--- src/rtl/fixed_point_q24_8_alu_assert.svh ---
// assertion macros for the alu back end (fxa_back)
`ifndef FIXED_POINT_Q24_8_ALU_ASSERT_SVH
`define FIXED_POINT_Q24_8_ALU_ASSERT_SVH

// check a property on every rising clock edge outside reset
`define FXA_ASSERT(lbl, prop, msg) \
  lbl: assert property (@(posedge clk_i) disable iff (!rst_ni) (prop)) else $error(msg);

// implication checked on the next clock edge
`define FXA_ASSERT_NEXT(lbl, ante, cons, msg) \
  lbl: assert property (@(posedge clk_i) disable iff (!rst_ni) (ante) |=> (cons)) \
    else $error(msg);

`endif

--- src/rtl/fxa_pkg.sv ---
package fxa_pkg;

  typedef enum logic [3:0] {
    OP_ADD  = 4'd0,
    OP_SUB  = 4'd1,
    OP_MUL  = 4'd2,
    OP_DIV  = 4'd3,
    OP_MIN  = 4'd4,
    OP_MAX  = 4'd5,
    OP_INC  = 4'd6,
    OP_DEC  = 4'd7,
    OP_CMP  = 4'd8,
    OP_TINT = 4'd9,
    OP_FINT = 4'd10,
    OP_NONE = 4'd15
  } op_e;

  localparam logic signed [31:0] RAW_MAX = 32'sh7fffffff;
  localparam logic signed [31:0] RAW_MIN = 32'sh80000000;

  // classified item handed from the front end to the back end
  typedef struct packed {
    op_e                op;
    logic signed [31:0] a;
    logic signed [31:0] b;
  } item_t;

  typedef struct packed {
    logic signed [31:0] result;
    logic               is_less;
    logic               is_greater;
    logic               is_equal;
    logic               divide_by_zero;
    logic               saturated;
  } res_t;

endpackage

--- src/rtl/fxa_front.sv ---
module fxa_front (
  input  logic             clk_i,
  input  logic             rst_ni,
  input  logic             req_valid_i,
  output logic             req_stall_o,
  input  logic [3:0]       req_type_i,
  input  logic [31:0]      operand_a_i,
  input  logic [31:0]      operand_b_i,
  output logic             fq_valid_o,
  input  logic             fq_stall_i,
  output fxa_pkg::item_t   fq_item_o
);

  localparam int Depth = 2;

  fxa_pkg::item_t   mem_q [Depth];
  logic             wptr_q, rptr_q;
  logic [1:0]       cnt_q;
  fxa_pkg::op_e     op;
  logic             push, pop;

  always_comb begin
    case (req_type_i)
      4'd0:    op = fxa_pkg::OP_ADD;
      4'd1:    op = fxa_pkg::OP_SUB;
      4'd2:    op = fxa_pkg::OP_MUL;
      4'd3:    op = fxa_pkg::OP_DIV;
      4'd4:    op = fxa_pkg::OP_MIN;
      4'd5:    op = fxa_pkg::OP_MAX;
      4'd6:    op = fxa_pkg::OP_INC;
      4'd7:    op = fxa_pkg::OP_DEC;
      4'd8:    op = fxa_pkg::OP_CMP;
      4'd9:    op = fxa_pkg::OP_TINT;
      4'd10:   op = fxa_pkg::OP_FINT;
      default: op = fxa_pkg::OP_NONE;
    endcase
  end

  assign req_stall_o = (cnt_q == 2'(Depth));
  assign push        = req_valid_i && !req_stall_o;
  assign fq_valid_o  = (cnt_q != 2'd0);
  assign pop         = fq_valid_o && !fq_stall_i;
  assign fq_item_o   = mem_q[rptr_q];

  always_ff @(posedge clk_i) begin
    if (push) begin
      mem_q[wptr_q] <= '{op: op, a: operand_a_i, b: operand_b_i};
    end
  end

  always_ff @(posedge clk_i or negedge rst_ni) begin
    if (!rst_ni) begin
      wptr_q <= 1'b0;
      rptr_q <= 1'b0;
      cnt_q  <= 2'd0;
    end else begin
      if (push) wptr_q <= ~wptr_q;
      if (pop)  rptr_q <= ~rptr_q;
      cnt_q <= cnt_q + 2'(push) - 2'(pop);
    end
  end

endmodule

--- config.mk ---
export PLATFORM = sky130hd
export DESIGN_NAME = fxa_front
export DESIGN_NICKNAME = d
export VERILOG_FILES = /design/src/rtl/fixed_point_q24_8_alu_assert.svh /design/src/rtl/fxa_pkg.sv /design/src/rtl/fxa_front.sv
export SDC_FILE = /design/constraint.sdc
export NUM_CORES = 1
export LEC_CHECK = 0
export BUFFER_PORTS_ARGS = -buffer_cell sky130_fd_sc_hd__buf_2
export CORE_MARGIN = 2
export CORE_UTILIZATION = 50
export DETAILED_ROUTE_END_ITERATION = 12
export PLACE_DENSITY = 0.75
export SYNTH_ARGS = -nofsm -noshare
export SYNTH_HDL_FRONTEND = slang
export SYNTH_SLANG_ARGS = --single-unit
--- constraint.sdc ---
create_clock -name clk_i -period 4.4 [get_ports clk_i]
set_input_delay 0.88 -clock clk_i [delete_from_list [all_inputs] [get_ports clk_i]]
set_output_delay 0.88 -clock clk_i [all_outputs]
set_load 0.05 [all_outputs]
* Word-level counts from Yosys, hierarchy flattened
Memories as Yosys holds them, arrays and structs flattened.
Cells that the tools add are included.
** Word-level totals
- Logic and storage cells :: 17
- Output and inout port bits :: 70
- Bits in registers :: 4
- Memories kept :: 2
- Bits in writable memories :: 136
- ROM bits :: 64
- Bits of input ports :: 72
** Operators by class
- Reductions and logical operators :: 5
- Multiplexer cells :: 2
- Bitwise gates (word level) :: 2
- Add/subtract/negate cells :: 2
- Eq/ne operators :: 1
** Memories
- mem_q :: words 2, bits a word 68, rd ports 1, clocked after memory_dff 0, write ports 1, line fxa_front.sv:16 : fxa_pkg::item_t mem_q [Depth];
- (no name shown) :: words 16, bits a word 4, rd ports 1, clocked after memory_dff 0, write ports 0, line fxa_front.sv:23 : case (req_type_i)
** Operators with widths (number)
- 2-bit by 1-bit adder with 2-bit output :: 1
- 2-bit equality test (second input constant) :: 1
- 1-bit logical AND :: 2
- 1-bit zero test :: 2
- 1-bit 2-to-1 mux :: 2
- 1-bit inverter :: 2
- 2-bit nonzero test :: 1
- 2-bit by 1-bit subtractor with 2-bit output :: 1

* Depth between registers and ports, before layout
Gate-level depths: netlist of the first run.
- Word-level depth :: 5
- Mapped depth :: 7
- Depth with buffers taken out :: 7

* Worst setup path before layout of the first run
No wires, ideal clock.
- Path kind :: input-to-reg
- Start point :: input port req_valid_i
- End point :: memory mem_q[0][0] (netlist bit), enable pin
- Path buffers :: 0
- Stages on the path :: 2
- Path slack :: 0.090 ns
- Arrival time :: 3.815 ns
- Library setup time :: 0.494 ns
- Path through :: nand2_1 -> nor2_1
** On the way
- Longest elaborated chain between the ends :: 3
** RTL lines
- start, declared :: line fxa_front.sv:4 : input logic req_valid_i,
- 1-bit logical AND :: line fxa_front.sv:40 : assign push = req_valid_i && !req_stall_o;
- 1-bit 2-to-1 mux :: line fxa_front.sv:46 : if (push) begin
- 1-bit 2-to-1 mux (implied by the code) :: line fxa_front.sv:47 : mem_q[wptr_q] <= '{op: op, a: operand_a_i, b: operand_b_i};
- end, declared :: line fxa_front.sv:16
Every way passes these cells.

==> results.cfg, run 1 <==
[timing]
slew_headroom_pct = 34.7
finalHoldViolCount = 0
setup_viol = 0
fmax_mhz = 317
rsz0062_at_grt = false
finalClockSkew_ns = 0.00822
finalWorstSetupSlack_ns = 1.25
worst_pin_slew_ns = 0.979
fin_setup_tns_ns = 0
slew_violations = 0
hold_slack_ns = 0.163
fin_crit_sh_pct = 71.7
fin_crit_ns = 3.15

[power_and_ir_drop]
p_leak_nw = 2.53
finalPower_mw = 5.38
switching_share_pct = 39.0
p_seq_share_pct = 37.6
power.density_nw_per_um2 = 816
p_sw_mw = 2.10
intPower_mw = 3.28
ir_worst_vdd_mv = 0.613
p_clk_share_pct = 24.9
p_comb_share_pct = 37.5

[synth]
synth_area_sq_um = 5170
syn_inst = 233
synth.distinct_cells = 19
yosysTopAreaCell = edfxtp_1
syn_area_per_cell_sq_um = 22.2
ys_seq_elements = 140
synth_edf_count = 136
synth-main-ff-cell = edfxtp_1
synth_seq_area_share_pct = 80.9
synth_area_leaders = edfxtp_1 79%, mux2_2 13%, mux2_4 2.9%
synth_top_area_share_pct = 78.9
yosysWarnings = 0
synth_nets = 307
async_flop_share_pct = 2.86

[drt]
routed_via_density = 4.85
wirelength_um = 8730
drt_first_pass_iters = 4
wl_per_cell_um = 16.2
vias = 2604
drc = 0
drt-initial-drc-count = 138
ant_nets = 0

[layout]
nFillCells = 779
multi_input_area_sq_um = 928
synthToLayoutAreaGrowth_pct = 27.5
drive_above_1_share_pct = 60.1
antenna_cells = 0
final_cells = 537
nets = 462
seq_area_sq_um = 4190

[clock_network]
cts_buffers = 17
numClockSinks = 140
clkTransAtPathRegs_ns = 0.06
cts.hold.buffers_added = 0
clockRootBuffer = clkbuf_8
cts_resized = 0
cts_max_level = 4
clockBufferDepth = 2
cts_tree = built
clock_latency_ns = 0.51
cts_setup_buffers = 0

[placement]
gp_congestion = 0.724
pre_cts_ws_ns = 1.78
io_buffers = 141
numPlacedInstances = 505
dp_hpwl_um = 5640

[setup_path]
r2r_cells = 3
timing.rr.start = cnt_q[1]
cp.required_ns = 3.52
worstSetupStartpointType = flip-flop
critPathKind = flip-flop to primary output
cp_max_fo = 69
cp-end-kind = primary output
crit_path_start = rptr_q
cp_data_arrival_time_ns = 2.27

[outcome]
status = finished clean

[run]
drv_cap = 0

[global_routing]
grt_pass1_vias = 2723
grt_overflow = 0
antenna_found_initial = 0
grt_max_degree = 70
grt_use_total_pct = 16.2
grt_pass1_wl_um = 13300

[floorplanning]
core-area_sq_um = 10200
die_y_um = 106
io_pins = 142
num_rows = 37
initial_core_util_pct = 50.8
die_x_um = 106
dieArea_sq_um = 11200

[worst_hold_path]
min_path_type = input port to asynchronous set/reset pin
## path summary, 6_finish.rpt
path                       slack [ns]       endpoint
min in group clk_i               0.53       cnt_q[1]
min reg2reg                      0.53       cnt_q[1]
max                              1.25  fq_item_o[63]
max in group asynchronous        4.10         rptr_q
min                              0.16         wptr_q
max reg2reg                      2.30   mem_q[1][14]
## power groups by stage
stage | Sequential [mW] | Clock [mW] | Combinational, mW
floorplan | 1.92 | 0 | 1.76
global placement | 2.04 | 0 | 2.03
detailed placement | 2.06 | 0 | 2.04
CTS | 2.03 | 1.37 | 2.04
global route | 2.07 | 1.42 | 2.11
finish | 2.02 | 1.34 | 2.02
## worst max-delay path, cell delays in order (launching register included)
cell	delay [ns]
dfrtp_4	1.02
mux2_2	0.43
buf_2	0.21
## per-stage QoR
stage          instance area [sq um]  utilization, %
2_1_floorplan                   5170               -
3_3_place_gp                    6030            59.3
3_5_place_dp                    6030            59.3
4_1_cts                         6600            64.8
5_1_grt                         6600            64.8
6_report                        6600            64.8
## kinds of logic (layout without fill, tap and decap cells)
family | Yosys count | count (layout) | share of synthesized area, %
muxes | 68 | 68 | 15.5
and+or+nand+nor | 6 | 6 | 0.629
DFF | 140 | 140 | 80.9
adders and majority gates | 2 | 2 | 0.484
AOI/OAI and AO/OA | 3 | 3 | 0.459
buffers and inverters | 10 | 178 | 1.35
xor gates and xnor gates | 4 | 4 | 0.677
## flip-flops by register name, summed over array words and instances (netlist names)
name,count
cnt_q,2
mem_q,136
rptr_q,1
wptr_q,1
## cell usage in the layout, fill, tap and decap left out
cell type / netlist / layout
nand2_1: 1 / 1
mux2_2: 58 / 58
inv_1: 2 / 2
xnor2_1: 3 / 3
edfxtp_1: 136 / 136
mux2_4: 10 / 10
clkbuf_8: 0 / 1
bufinv_16: 0 / 3
dfrtp_1: 4 / 3
nor2b_1: 1 / 1
buf_2: 5 / 141
ha_1: 2 / 2
a21o_1: 2 / 2
clkbuf_16: 0 / 16
dfrtp_4: 0 / 1
clkbuf_1: 0 / 7
clkinv_1: 0 / 1
clkinv_4: 0 / 1
buf_12: 0 / 1
and3_2: 0 / 1
or2_2: 1 / 1
buf_4: 0 / 2
nor2_4: 0 / 1
clkinv_2: 0 / 2
xor2_1: 1 / 1
nand2b_1: 1 / 1
a31o_2: 1 / 1
clkinvlp_4: 0 / 1
## cells in the mapped netlist (2+ instances only)
library cell / number
mux2_2: 58
mux2_4: 10
ha_1: 2
a21o_1: 2
dfrtp_1: 4
xnor2_1: 3
buf_6: 2
edfxtp_1: 136
buf_2: 5
inv_1: 2
## cell type report
| cell class | instances | share of cell area [%] |
|---|---|---|
| Sequential cell | 140 | 63.5 |
| Multi-Input combinational cell | 83 | 14.1 |
| Timing Repair Buffer | 144 | 11.2 |
| Clock buffer | 24 | 6.68 |
| Tap cell | 136 | 2.58 |
| Clock inverter | 8 | 1.82 |
| Inverter | 2 | 0.114 |
## layer usage
layer / track usage, % / share of wire, % / up-vias
met5: 0 / 0 / -
met4: 8.55 / 1.5 / 0
met3: 5.50 / 6.0 / 9
met2: 27.9 / 54 / 92
met1: 17.8 / 38 / 1269
li1: - / - / 1234
Note: power is estimated with default switching activity, not from simulation.
==> inputs of run 2 (changes only) <==
--- a/config.mk
+++ b/config.mk
@@ -7,9 +7,9 @@
 export LEC_CHECK = 0
 export BUFFER_PORTS_ARGS = -buffer_cell sky130_fd_sc_hd__buf_2
 export CORE_MARGIN = 2
-export CORE_UTILIZATION = 50
+export CORE_UTILIZATION = 47
 export DETAILED_ROUTE_END_ITERATION = 12
-export PLACE_DENSITY = 0.75
+export PLACE_DENSITY = 0.74
 export SYNTH_ARGS = -nofsm -noshare
 export SYNTH_HDL_FRONTEND = slang
 export SYNTH_SLANG_ARGS = --single-unit
==> constraint.sdc (replaced) <==
create_clock -name clk_i -period 2.55 [get_ports clk_i]
set_input_delay 0.51 -clock clk_i [delete_from_list [all_inputs] [get_ports clk_i]]
set_output_delay 0.51 -clock clk_i [all_outputs]
set_load 0.05 [all_outputs]
==> run 2 against run 1 <==
Effect of this change:
- count of clock-buffer cells in the layout decreased by 5
- final cell count increased by 1.7%
- largest power group is now combinational logic
- cell area increased by 2.4%
- critical endpoint is now fq_item_o[13]
- sequential share of layout area decreased by 1.5 points
==> results.cfg, run 2 (same netlist as run 1, synthesis figures left out) <==
[layout]
nets = 467
antenna_cells = 0
mostFrequentLayoutCells = 141 x buf_2, 136 x edfxtp_1, 58 x mux2_2, 16 x clkbuf_16, 10 x mux2_4
final_common_cell = buf_2
final_core_util_pct = 62.6
synthToLayoutAreaGrowth_pct = 30.6
regMostFlops = mem_q
reg.largest.list = mem_q (136), cnt_q (2)
nFillCells = 782
seq_area_sq_um = 4190
largest_reg_flops = 136
final_cells = 546
drive_above_1_share_pct = 61.1
fin_area_sq_um = 6760
multi_input_area_sq_um = 932

[clock_network]
cts_tree = built
clock_latency_ns = 0.50
cts_max_level = 4
numClockSinks = 140
cts_resized = 0
clockRootBuffer = clkbuf_8
cts_buffers = 17
clkTransAtPathRegs_ns = 0.06
clockBufferDepth = 2

[placement]
numPlacedInstances = 512
pre_cts_ws_ns = 0.566
gp_congestion = 0.731
io_buffers = 141
placed_cell_area_sq_um = 6090
dp_hpwl_um = 6070

[timing]
fin_crit_sh_pct = 94.4
rsz0062_at_grt = false
fmax_mhz = 415
worst_pin_slew_ns = 0.488
fin_crit_ns = 2.41
hold_slack_ns = 0.189
finalClockSkew_ns = 0.00359
fin_setup_tns_ns = 0
slew_violations = 0
finalWorstSetupSlack_ns = 0.142
slew_headroom_pct = 67.4
finalHoldViolCount = 0
setup_viol = 0

[global_routing]
grtUsageMet2_pct = 26.2
grt_overflow = 0
grt_busiest_layer = met2
grt_max_degree = 37
grt_pass1_wl_um = 13600
grt_use_total_pct = 15.8
antenna_found_initial = 0
grt_use_met1_pct = 19.0
grt_use_met3_pct = 4.84
grt_pass1_vias = 2768

[power_and_ir_drop]
finalPower_mw = 9.73
p_seq_share_pct = 34.1
switching_share_pct = 38.0
intPower_mw = 6.04
p_sw_mw = 3.69
p_comb_share_pct = 38.8
p_clk_share_pct = 27.1
ir_worst_vdd_mv = 0.767
p_leak_nw = 2.60
power.density_nw_per_um2 = 1440

[floorplanning]
io_pins = 142
num_rows = 38
dieArea_sq_um = 11900
die_y_um = 109
initial_core_util_pct = 47.9
core-area_sq_um = 10800
die_x_um = 109

[drt]
wl_per_cell_um = 16.5
wirelength_um = 9010
drt_first_pass_iters = 4
ant_nets = 0
drc = 0
routed_via_density = 4.81
vias = 2628
drt-initial-drc-count = 69

[setup_path]
crit_path_start = rptr_q
cp_data_arrival_time_ns = 1.90
timing.rr.start = cnt_q[1]
cp_max_fo = 30
worstSetupStartpointType = flip-flop
critPathKind = flip-flop to primary output
cp-end-kind = primary output
cp.required_ns = 2.04

[worst_hold_path]
hp-start = operand_a_i[23]
min_path_type = input port to flip-flop

[run]
drv_cap = 0

[outcome]
status = finished clean
==> run 2: changes by cell type in the layout (fill, tap and decap cells not counted), sizes merged <==
cell and change:
clkbuf -4, buf +3, bufinv +3, clkinvlp +1, dlygate4sd3 +1, inv +1
==> run 2: what timing repair did <==
action,4_1_cts,5_1_grt
setup buffers,0,1
endpoints found under the setup margin,0,22
hold buffers,1,0
hold endpoints to repair,4,0
==> run 2: final cells by class <==
class	instances	share of cell area (%)
Sequential cell	140	62.0
Multi-Input combinational cell	83	13.8
Timing Repair Buffer	149	12.0
Clock buffer	19	6.24
Clock inverter	13	3.26
Tap cell	140	2.59
Inverter	2	0.111
==> run 2: worst max-delay path, stage by stage (launching register included) <==
cell and delay [ns]:
dfrtp_4 0.54, buf_12 0.23, mux2_2 0.38, buf_2 0.21
==> run 2: power by group through the flow <==
stage	Sequential, mW	Combinational, mW	Clock (mW)
after floorplan	3.29	3.05	0
after global placement	3.36	3.75	0
after detailed placement	3.40	3.76	0
after CTS	3.36	3.78	2.70
after global routing	3.37	3.97	2.81
final	3.32	3.77	2.64
==> run 2: path summary, 6_finish.rpt <==
path                            slack [ns]  cells after the start            end
worst max-delay path                  0.14                      3  fq_item_o[13]
worst min-delay path                  0.19                      1   mem_q[1][55]
worst max register to register        0.76                      7       cnt_q[1]
worst min register to register        0.52                      1       cnt_q[1]
max in group asynchronous             2.05                      2         rptr_q
min in group asynchronous             0.36                      2       cnt_q[0]
==> run 2: metal layers <==
metal,routed length (um),up-vias
met5,0,-
met1,3710,1271
met2,4540,101
li1,-,1242
met3,644,14
met4,117,0
